### src/hdl/sss_pkg.sv
// Shared types, sizes and codes for the scoped symbol stack.
package sss_pkg;

    // Table geometry
    localparam int ENTRIES  = 256;
    localparam int IDX_W    = $clog2(ENTRIES);
    localparam int CNT_W    = $clog2(ENTRIES + 1);
    localparam int KEY_BITS = 64;
    localparam int DEPTH_W  = 8;
    localparam int MAX_NEST = 255;

    // Field widths of the beats
    localparam int OP_W     = 4;
    localparam int STATUS_W = 2;
    localparam int TYPE_W   = 8;
    localparam int SLOT_W   = 8;
    localparam int SCNT_W   = 9;

    // Operation codes
    localparam logic [OP_W-1:0] OP_ADD        = 4'd0;
    localparam logic [OP_W-1:0] OP_ADD_SIZED  = 4'd1;
    localparam logic [OP_W-1:0] OP_ENTER      = 4'd2;
    localparam logic [OP_W-1:0] OP_ENTER_FUNC = 4'd3;
    localparam logic [OP_W-1:0] OP_EXIT       = 4'd4;
    localparam logic [OP_W-1:0] OP_LOOKUP     = 4'd5;
    localparam logic [OP_W-1:0] OP_READ       = 4'd6;
    localparam logic [OP_W-1:0] OP_POP        = 4'd7;
    localparam logic [OP_W-1:0] OP_PEEK       = 4'd8;
    localparam logic [OP_W-1:0] OP_CLEAR      = 4'd9;

    // Status codes
    localparam logic [STATUS_W-1:0] ST_OK        = 2'd0;
    localparam logic [STATUS_W-1:0] ST_FULL      = 2'd1;
    localparam logic [STATUS_W-1:0] ST_NOT_FOUND = 2'd2;
    localparam logic [STATUS_W-1:0] ST_EMPTY     = 2'd3;

    typedef struct packed {
        logic [OP_W-1:0]     op;
        logic [63:0]         name_key;
        logic [TYPE_W-1:0]   sym_type;
        logic [SCNT_W-1:0]   slot_count;
        logic [SLOT_W-1:0]   slot_index;
    } item_t;

    typedef struct packed {
        logic [STATUS_W-1:0] status;
        logic [SLOT_W-1:0]   result_slot;
        logic [63:0]         out_name;
        logic [TYPE_W-1:0]   out_type;
    } result_t;

    // One stored table entry
    typedef struct packed {
        logic [KEY_BITS-1:0] name;
        logic [TYPE_W-1:0]   sym_type;
        logic [DEPTH_W-1:0]  scope;
    } entry_t;

    // Compare unit verdict
    typedef struct packed {
        logic hit;
        logic drop;
    } match_t;

    typedef enum logic [2:0] {
        S_IDLE,
        S_DECODE,
        S_FILL,
        S_LOOKUP,
        S_EXIT,
        S_READ_WAIT,
        S_FINISH
    } state_t;

endpackage

### src/hdl/sss_match.sv
// Shared compare unit: name match, visibility and scope-drop test of one entry.
module sss_match
    import sss_pkg::*;
(
    input  logic [KEY_BITS-1:0] key,
    input  entry_t              entry,
    input  logic [DEPTH_W-1:0]  cur_depth,
    input  logic [DEPTH_W-1:0]  fn_depth,
    output match_t              verdict
);

    logic visible;

    // Visible when inside the current function or at global depth
    always_comb
    begin
        visible      = (entry.scope >= fn_depth) || (entry.scope == '0);
        verdict.hit  = (entry.name == key) && visible;
        verdict.drop = entry.scope > cur_depth;
    end

endmodule

### config.mk
export PLATFORM = sky130hd
export DESIGN_NAME = sss_match
export DESIGN_NICKNAME = d
export VERILOG_FILES = /design/src/hdl/sss_pkg.sv /design/src/hdl/sss_match.sv
export SDC_FILE = /design/constraint.sdc
export NUM_CORES = 1
export LEC_CHECK = 0
export BUFFER_PORTS_ARGS = -buffer_cell sky130_fd_sc_hd__buf_2
export CORE_AREA = 2 2 63 65
export DETAILED_ROUTE_END_ITERATION = 8
export DIE_AREA = 0 0 65 67
export PLACE_DENSITY = 0.78
export SLEW_MARGIN = 25
export SYNTH_ARGS = -nofsm -noshare
export SYNTH_HDL_FRONTEND = slang
export SYNTH_SLANG_ARGS = --single-unit
### constraint.sdc
create_clock -name vclk -period 3.3
set_clock_uncertainty 0.2 [all_clocks]
set_input_delay 0.99 -clock vclk [all_inputs]
set_output_delay 0.99 -clock vclk [all_outputs]
set_load 0.05 [all_outputs]
After elaboration in Yosys (flattened, before gate mapping)
Cells that the tools add are included.
W data, S select, Z words.
Word-level totals
  output and inout bits: 2
  bits in registers: 0
  input port bits: 160
  word-level logic and storage cells: 6
Cells by class
  reductions and logical operators: 3
  equal/unequal tests: 1
  $lt $le $gt $ge: 2
Operators by type and width (number)
  $eq A64 B64 Y1: 1
  $ge A8 B8 Y1: 1
  $gt A8 B8 Y1: 1
  $logic_not A8 Y1: 1
  $logic_and A1 B1 Y1: 1
  $logic_or A1 B1 Y1: 1

Depth between registers and ports, before layout
Gate-level depths: netlist of the first run.
  depth after elaboration: 3
  gate-level depth with buffers: 7
  depth with buffers taken out: 7

Least setup slack after synthesis of the first run
Ideal clock, no wire load.
  path kind: input -> output
  start point: input entry[0] in the netlist's numbering
  end point: output verdict[1] in the netlist's numbering
  buffers on the path: 0
  stages on the path: 7
  slack: -0.500 ns
  data arrival time: 2.610 ns
  data required time: 2.110 ns
  cell sequence: inv_1 > ha_1 > nand2b_1 > a21o_1 > a211oi_1 > or3_1 > a31oi_1
RTL lines
  start, declared: line sss_match.sv:6  | input entry_t entry,
  end, declared: line sss_match.sv:9  | output match_t verdict

==> run summary, run 1 <==
The total I/O pin count came out at 162. In this run the mean area of a mapped cell was 7.86 sq um. STA classifies the critical path endpoint as a primary output. The first global-routing pass estimated 6200 microns of wire. The number of cells produced by synthesis came out at 140. Summing over every cut layer, the via total after detailed routing is 1583.

The number of clock-tree buffers in the layout came out at 0. The min-delay analysis places its worst path in the category in2out. The highest clock frequency the design can meet came out at 282 MHz. Walking the worst path, the cells encountered are buf_8, inv_4, ha_4, nand2b_4, a21o_1, a211oi_2, or3_4, a31oi_4, buf_6. The effective utilization at floorplan is 30.5%. The remaining antenna violation count came out at 0.

The overall power after layout is 0.290 mW. The number of standard-cell rows in the floorplan is 22. The number of sequential cells is 0. The leakage power summed over all cells came out at 1.12 nW.

The count of buffers added on input and output ports is 154. The average via count per standard cell came out at 4.54. After detailed routing, the number of remaining DRC violations is 0. For the worst setup path, the data arrival time is 2350 ps.

After detailed routing, the total wire length is 4520 microns. The delay contributed by the slowest stage of the critical path is 370 ps. For this run, the detailed router's first-pass iteration total came to 2. The number of nets in the layout is 479. The count of warnings emitted by yosys is 0. The setup path with the least slack is of type in2out. The area growth from synthesis to layout is 110%. The global-route track usage on met2 is 36.7%. After the first detailed-routing iteration, the DRC count stood at 11. The final reports fail on negative setup slack. Across the run, the number of max-cap violations was 0. The x dimension of the die came out at 65 microns.

The initial antenna violation count came out at 0. The power density over cell area came out at 125 nW/um^2. The count of cell types in the netlist is 20. The global routing stage identified its most utilized layer as met2. From bottom edge to top edge, the die measures 67 microns. The floorplan step defined a die boundary enclosing 4360 sq um. The post-route core utilization came out at 64.2%. STA classifies the critical path startpoint as an input pin. The normalized max-slew margin came out at 78.3%.

Setup violations remaining at the end of the flow were counted as 1. The flip-flop and latch area is 0 sq um. The critical path data required time is 2110 ps. The sequential element share of the synthesized area came out at 0%. The flow ran to the end, but the final reports show violations. The setup TNS came out at -240 ps. The portion of the clock cycle consumed by the worst path in the final layout came out at 107%. The kind of cell adding the most delay to the critical path is simple AND/OR/NAND/NOR gates. The maximum vdd ir drop came out at 0.0715 mV. The post-route netlist has 64.5% of its cells at a drive strength greater than 1. The met3 layer usage reported by global route came out at 3.04%. After routing the design area is 2310 sq um.

The total inserted antenna cells came out at 0. The final critical path time including I/O delays and setup is 3540 ps. For this run, global-route usage on met1 was measured as 17.6%. In this run the cell area of the synthesized design comes to 1100 sq um. Detailed placement finished with a half-perimeter wire length of 3770 microns.

The number of nets produced by synthesis is 316. The final global-route overflow total is 0. Among all stages on the critical path, the largest delay is contributed by sky130_fd_sc_hd__or3_4. The most common library cell in the layout ignoring fill and taps is sky130_fd_sc_hd__buf_2. For the pin with the worst max-slew slack, the measured transition is 323 ps. The top cell types in the final layout, fill and taps aside, are sky130_fd_sc_hd__buf_2, sky130_fd_sc_hd__xnor2_1, sky130_fd_sc_hd__nand4_1.

The weighted congestion reported at the end of routability-driven placement is 0.798. The total routing usage reported by global routing is 17.4%. Once routing completed, OpenROAD measured the worst setup slack at -240 ps.

The standard cell area after detailed placement came out at 2020 sq um. The critical path contains buffers and inverters numbering 3 combined. The max-slew violation count was 0. The mean routed wirelength per cell came out at 13.0 microns. Entering global routing, the biggest net connects 4 pins.

The final number of hold-violating endpoints is 0. The count of filler cells inserted in the layout came out at 324. Setup repair after global routing could not meet its margin everywhere. The largest fanout on the critical path came out at 2. The area of the core is 3610 sq um. The post-route worst hold slack is 2260 ps. The via count of the first global-routing pass came out at 1579.
logic make-up (layout without fill, tap and decap cells):
kind of cell    after synthesis  in the layout  share of synthesized area [%]
buf+inv                      16            177                           5.45
simple gates                 31             31                           18.1
fa+ha+maj                    16             16                           18.2
compound gates               13             13                           7.39
xor+xnor                     64             64                           50.9
metrics by stage:
stage / setup WS (ps) / instances
after global routing: -376 / 349
final: -240 / 349
after detailed placement: -406 / 349
after CTS: -244 / 350
after global placement: -443 / 349
after floorplan: -108 / 140
power breakdown:
part | internal (mW) | switching [mW]
Clock | 0 | 0
Combinational | 0.174 | 0.116
Sequential | 0 | 0
final timing paths:
kind	from	end	slack [ps]	depth (start not counted)
setup / recovery	entry[0]	verdict[1]	-240	9
hold / removal	cur_depth[0]	verdict[0]	2260	4
per-layer routing:
metal,share of wire [%],up-vias
li1,-,816
met1,34,685
met2,56,74
met3,7.5,8
met4,2.0,0
met5,0,-
timing repair:
action                     CTS  global route
gates resized for setup     20            31
setup endpoints to repair    2             2
setup buffers                1             0
hold buffers                 0             0
pin swaps                   10            18
hold endpoints to repair     0             0
cell type report:
type	count	area, sq um	share of cell area, %
inverters	16	65.1	2.81
multi-input cells	124	1290	55.7
well taps	48	60.1	2.60
repair buffers	161	901	38.9
synthesized netlist by cell type, drive strengths merged:
| cell type | n | area share, % |
|---|---|---|
| nand3 | 1 | 0.45 |
| o21ai | 2 | 0.91 |
| nand2b | 1 | 0.57 |
| nor2 | 1 | 0.34 |
| a32oi | 1 | 0.80 |
| or3 | 1 | 0.57 |
| nor2b | 1 | 0.57 |
| nor4 | 6 | 4.0 |
| inv | 16 | 5.5 |
| a21o | 3 | 2.0 |
| a211oi | 1 | 0.68 |
| and3 | 1 | 0.57 |
| and4 | 1 | 0.80 |
| o22ai | 1 | 0.57 |
| a31oi | 1 | 0.57 |
| a21oi | 4 | 1.8 |
| ha | 16 | 18 |
| nand4 | 18 | 10 |
| xnor2 | 64 | 51 |
No activity file was read; power rests on OpenSTA's default activity.
==> inputs of run 2 (changes only) <==
--- a/config.mk
+++ b/config.mk
@@ -5,11 +5,12 @@
 export SDC_FILE = /design/constraint.sdc
 export NUM_CORES = 1
 export LEC_CHECK = 0
+export ABC_AREA = 1
 export BUFFER_PORTS_ARGS = -buffer_cell sky130_fd_sc_hd__buf_2
-export CORE_AREA = 2 2 63 65
+export CORE_UTILIZATION = 34
 export DETAILED_ROUTE_END_ITERATION = 8
-export DIE_AREA = 0 0 65 67
-export PLACE_DENSITY = 0.78
+export GPL_TIMING_DRIVEN = 1
+export PLACE_DENSITY = 0.81
 export SLEW_MARGIN = 25
 export SYNTH_ARGS = -nofsm -noshare
 export SYNTH_HDL_FRONTEND = slang
==> run 2 against run 1 <==
The flow still finishes with violations (negative setup slack). Utilization increased by 3.4 points. Setup slack improved by 170 ps. Sequential share of layout area unchanged. Largest cell class unchanged. Critical path depth decreased by 2. Global-route usage increased by 4.1 points. Synthesized cell count increased by 56%. First-iteration DRC count increased by 100%. Via count increased by 16%. Highest routed layer unchanged. Die area decreased by 7.8%. Hold slack improved by 31 ps. Design area increased by 1.4%. Largest power group unchanged.
==> run summary, run 2 <==
The overall power after layout is 0.293 mW. The total inserted antenna cells came out at 0. The dominant cell type by count on the critical path is sky130_fd_sc_hd__buf_6. The layout has 0 clock buffers. The slowest stage of the critical path is the sky130_fd_sc_hd__ha_4 cell. The arrival time at the worst endpoint is 2180 ps. For this configuration, the core starts out at a cell density of 36.9%.

The mean routed wirelength per cell is 10.6 microns. sky130_fd_sc_hd__nand2_1 is the most common cell in the netlist. The flip-flop and latch area is 0 sq um.

The finished layout cell area came out at 2340 sq um. The path with the worst hold slack has its endpoint at verdict[0]. In this run the worst hold path is classified as in2out. The via count of the first global-routing pass is 1827. The pin count of the biggest net entering global routing is 4. The fraction of layout instances using a drive strength above 1 came out at 48.4%. The count of routing violations after the opening detailed-route iteration came out at 22. For this run, the detailed router's first-pass iteration total came to 4.

The library cells used most frequently in the layout, excluding fill and tap cells, are sky130_fd_sc_hd__buf_2, sky130_fd_sc_hd__nand2_1, sky130_fd_sc_hd__xnor2_1. The max-slew violation count is 0. The area of the core came out at 3470 sq um.

The remaining antenna violation count is 0. The initial antenna violation count came out at 0. The layer flagged by global routing as most heavily used is met2. Walking the worst path, the cells encountered are buf_2, buf_6, ha_4, a21oi_1, o21a_1, a32oi_4, buf_6. The portion of the clock cycle consumed by the worst path in the final layout came out at 102%. The final reports fail on negative setup slack. The number of buffers inserted for hold repair after clock tree synthesis came out at 0. The global-route track usage on met2 came out at 47.5%. In this run the horizontal extent of the chip is 63.4 microns. In the routed design, unresolved DRC markers number 0. Dividing total power by cell area gives a power density of 125 nW/um^2. The number of standard-cell rows in the floorplan came out at 21. Counting I/O delays and the setup requirement, the final critical path takes 3370 ps. Yosys printed 0 warnings. Setup repair after global routing could not meet its margin everywhere. Wires add up to 4530 microns. The leakage power summed over all cells is 1.26 nW. The count of buffers added on input and output ports is 154. The count of cell types in the netlist is 12. The run finished, with violations left. The most common library cell in the layout ignoring fill and taps is sky130_fd_sc_hd__buf_2. For this run, global-route usage on met3 was measured as 3.80%.

The die area is 4010 sq um. The delay contributed by the slowest stage of the critical path is 250 ps. The final setup slack of the worst path is -71.7 ps. The standard cell area after detailed placement is 2190 sq um. The worst setup path is of the in2out kind.

Across the run, the number of max-cap violations was 0. For met1 alone, demand over resource in global routing was 19.3%. Once detailed placement completed, the half-perimeter wirelength came to 4000 microns. The total I/O pin count is 162.

Headroom to the max-slew limit came out at 84.9%. The highest clock frequency the design can meet came out at 297 MHz. The cell taking the most area after synthesis is sky130_fd_sc_hd__xnor2_1. From synthesis to final layout, the design area changed by 83.2%. The sequential element share of the synthesized area came out at 0%.

The worst setup path is captured at a primary output. The critical path data required time came out at 2110 ps. The count of vias placed by the detailed router is 1840.

The synthesized area divided by synthesized cell count came out at 5.87 sq um. The cell area that synthesis handed to floorplanning was 1280 sq um. Of all nets on the critical path, the largest fanout is 2. Synthesis handed over a netlist of 218 instances. The number of nets in the layout is 558. There are 0 flip-flops and latches. The sort of element at the start of the critical path is an input pin. In the synthesized netlist, the cells that appear most often are sky130_fd_sc_hd__nand2_1, sky130_fd_sc_hd__xnor2_1, sky130_fd_sc_hd__nor2_1. The maximum vdd ir drop came out at 0.0726 mV. The number of nets produced by synthesis came out at 394.

The final global-route overflow total came out at 0. The transition time at the pin with the least slew margin came out at 226 ps. Along the worst hold path, the cell count comes to 4. The final number of setup-violating endpoints came out at 1. The overall die height came out at 63.4 microns. The synthesized design devotes to its leading area cell type 40.4% of total area. After synthesis, the cell types taking the most area are sky130_fd_sc_hd__xnor2_1, sky130_fd_sc_hd__nand2_1, sky130_fd_sc_hd__ha_1. The final number of hold-violating endpoints came out at 0. The average via count per standard cell is 4.32. For this run, the total global-route usage over all layers was measured as 21.6%. The wire length of the first global-routing pass came out at 7050 microns. The start point of the worst min-delay path is cur_depth[0]. The weighted congestion reported at the end of routability-driven placement is 0.763.
-- run 2: changes by cell type in the layout (fill, tap and decap cells not counted), sizes merged, moves of 3 or more --
cell / previous run / this run
nand4: 18 / 1
xnor2: 64 / 59
nand2: 0 / 69
nor2: 1 / 31
inv: 16 / 30
nor4: 6 / 0
a21o: 3 / 0
-- run 2: worst max-delay path by stage --
stage	startpoint	endpoint	slack, ps
2_1_floorplan	cur_depth[7]	verdict[0]	60
3_3_place_gp	entry[6]	verdict[1]	-180
3_5_place_dp	entry[1]	verdict[0]	-190
4_1_cts	entry[1]	verdict[0]	-30
5_1_grt	entry[1]	verdict[0]	-90
6_report	entry[5]	verdict[0]	-70
-- run 2: through the flow --
stage / TNS [ps] / setup slack (ps) / utilization (%) / hold WS [ps] / instances
2_1_floorplan: 0 / 57.2 / - / 2120 / 218
3_5_place_dp: -359 / -186 / 63.1 / 2350 / 425
4_1_cts: -28.8 / -28.8 / 66.2 / 2300 / 426
6_report: -71.7 / -71.7 / 67.6 / 2290 / 426
3_3_place_gp: -325 / -176 / 63.1 / 2320 / 425
5_1_grt: -165 / -93.6 / 67.6 / 2310 / 426
-- run 2: cell families after synthesis --
family	Yosys count	synth area share (%)
AOI/OAI and AO/OA	10	4.59
xor gates and xnor gates	59	40.4
and+or+nand+nor	103	30.6
buffers and inverters	30	8.80
adders and majority gates	16	15.6
-- run 2: cell type report --
cell class,count,area (sq um)
multi-input cells,188,1290
inverters,30,113
repair buffers,162,880
well taps,46,57.6
fillers,327,1120
-- run 2: critical path: cells and delay by family --
family	cells	cell delay [ps]
buffers and inverters	3	430
AOI/OAI and AO/OA	3	500
adders and majority gates	1	250
-- run 2: routing by layer --
layer	share of wire [%]	routed length, microns
met5	0	0
met4	2.1	97
met3	9.2	415
met2	55	2510
met1	33	1510
-- run 2: timing repair --
action	CTS	global route
buffers inserted	1	0
endpoints found under the setup margin	2	2
resized for setup	23	13
pin swaps	11	9
-- run 2: power breakdown --
group,internal [mW],switching (mW)
combinational,0.168,0.125
sequential,0,0
clock,0,0
total,0.168,0.125
==> inputs of run 3 (changes only) <==
--- a/config.mk
+++ b/config.mk
@@ -11,6 +11,7 @@
 export DETAILED_ROUTE_END_ITERATION = 8
 export GPL_TIMING_DRIVEN = 1
 export PLACE_DENSITY = 0.81
+export REMOVE_ABC_BUFFERS = 1
 export SLEW_MARGIN = 25
 export SYNTH_ARGS = -nofsm -noshare
 export SYNTH_HDL_FRONTEND = slang
==> run 3 against run 2 <==
The run now ends clean. Highest routed layer unchanged. Critical endpoint unchanged. Setup slack improved by 91 ps. Wire length fell by 3.2%. Flip-flop and latch count did not move. Largest cell class unchanged. Final cell count fell by 0.94%. Total power fell by 0.88%. Critical path depth did not move.
==> run summary, run 3 (synthesis gave the netlist of run 2 again) <==
The flow ran to the end, and the final reports show no timing, DRC or antenna violations. Walking the worst path, the cells encountered are buf_6, buf_6, ha_4, nand2_4, o21a_1, a32oi_1, buf_4. The worst setup path is launched from an input pin.

The category of the worst setup path capture point is a primary output. In this run the remaining antenna-violating nets after routing total 0. The count of filler cells inserted in the layout came out at 318. The normalized max-slew margin is 88.8%. Setup repair after global routing could not meet its margin everywhere.

The via count of the first global-routing pass came out at 1739. The pin count of the biggest net entering global routing is 4. The number of buffers inserted for hold repair after clock tree synthesis came out at 0. The finished layout cell area is 2330 sq um.

The most numerous cell type found on the critical path is sky130_fd_sc_hd__buf_6. Port buffering added 154 buffers. The number of nets in the layout came out at 554. In the layout the commonest cells are sky130_fd_sc_hd__buf_2, sky130_fd_sc_hd__nand2_1, sky130_fd_sc_hd__xnor2_1. The final number of hold-violating endpoints is 0. The number of standard-cell rows in the floorplan came out at 21. The count of routing violations after the opening detailed-route iteration is 28.

The post-route worst hold slack came out at 2250 ps. The maximum vdd ir drop came out at 0.0724 mV. In the routed layout, each cell is associated on average with a via count of 4.35. The post-route netlist has 48.7% of its cells at a drive strength greater than 1. Across all layers, the routed design uses 1835 vias. The number of sequential cells came out at 0.

Max-cap violations in this run came to 0. The post-route core utilization is 67.3%. The die covers 4010 sq um. The final number of setup-violating endpoints is 0. The number of iterations in the first detailed-routing pass came out at 4.

For the pin with the worst max-slew slack, the measured transition is 167 ps. The largest fanout on the critical path is 2. The detailed-route wire length came out at 4390 microns. In this run the horizontal extent of the chip is 63.4 microns.

After layout, the design draws a total of 0.291 mW. The critical path data required time came out at 2110 ps. The HPWL after detailed placement is 3880 microns. The worst path in the final design needs a cycle of 3280 ps, including I/O delays and setup.

Global routing consumed, over all layers together, 20.3% of the routing resources. The type of the worst setup path is in2out. The effective utilization at floorplan came out at 36.9%. The total I/O pin count is 162.

The portion of the clock cycle consumed by the worst path in the final layout came out at 99.4%. The arrival time at the worst endpoint came out at 2090 ps. The worst hold path belongs to the class in2out. The first global-routing pass estimated 6740 microns of wire. Dividing total power by cell area gives a power density of 125 nW/um^2.

The library cell used most frequently in the layout, excluding fill and tap cells, is sky130_fd_sc_hd__buf_2. The final global-route overflow total came out at 0. The mean routed wirelength per cell came out at 10.4 microns. The flip-flop and latch area is 0 sq um. The initial antenna violation count is 0. The post-detailed-route DRC marker count is 0.

The number of clock-tree buffers in the layout came out at 0. The overall die height is 63.4 microns. The max-slew violation count is 0.

Among all stages on the critical path, the largest delay is contributed by sky130_fd_sc_hd__ha_4. The delay contributed by the slowest stage of the critical path is 270 ps. The area growth from synthesis to layout is 82.3%. The post-CTS setup-driven buffer insertion count came out at 0.

The highest clock frequency the design can meet is 305 MHz. The total inserted antenna cells came out at 0. In this run the static leakage power is 1.25 nW. The area of the core came out at 3470 sq um. The placed instances occupy a cell area of 2140 sq um. At the end of routability-driven placement, the weighted congestion stood at 0.811.
## run 3: changes by cell type in the layout (fill, tap and decap cells not counted), moves of 2 or more
cell | previous run | this run
sky130_fd_sc_hd__buf_4 | 7 | 5
sky130_fd_sc_hd__ha_1 | 10 | 8
sky130_fd_sc_hd__buf_6 | 5 | 7
sky130_fd_sc_hd__ha_4 | 6 | 8
sky130_fd_sc_hd__nand2_2 | 2 | 0
sky130_fd_sc_hd__nor2_2 | 3 | 8
sky130_fd_sc_hd__buf_2 | 148 | 145
sky130_fd_sc_hd__nor2_1 | 27 | 23
## run 3: layer usage
| metal | share of wire [%] | GRT usage (%) | routed length [microns] |
|---|---|---|---|
| met1 | 35 | 19.5 | 1530 |
| met2 | 57 | 45.6 | 2490 |
| met3 | 7.7 | 2.72 | 337 |
| met4 | 0.62 | 0 | 27 |
| met5 | 0 | 0 | 0 |
## run 3: timing repair
action                                  in CTS  in global routing
gates resized for setup                     14                 32
pin swaps                                    9                 13
endpoints found under the hold margin        0                  0
gates cloned                                 0                  0
endpoints found under the setup margin       2                  2
## run 3: worst paths after layout
check | startpoint | to | slack (ps) | cells past startpoint
setup / recovery | entry[6] | verdict[0] | 20 | 7
hold / removal | cur_depth[0] | verdict[0] | 2250 | 4
## run 3: where the power goes
group	switching [mW]	internal [mW]	total, mW
clock	0	0	0
combinational	0.124	0.166	0.291
sequential	0	0	0
## run 3: critical path: cells and delay by family
kind | cells | cell delay [ps]
AOI/OAI and AO/OA | 2 | 350
adders and majority gates | 1 | 270
buffers and inverters | 3 | 430
and+or+nand+nor | 1 | 40
## run 3: cell type report
cell class / count / area (sq um) / area share [%]
inverters: 30 / 115 / 4.93
multi-input cells: 188 / 1300 / 55.9
well taps: 46 / 57.6 / 2.47
repair buffers: 158 / 857 / 36.7
## run 3: metrics by stage
stage / setup WS (ps) / setup TNS (ps) / std cells
finish: 19.2 / 0 / 422
global route: -47.1 / -72.6 / 422
CTS: 5.16 / 0 / 422
detailed placement: -143 / -225 / 422
global placement: -104 / -190 / 422
floorplan: -314 / -560 / 218
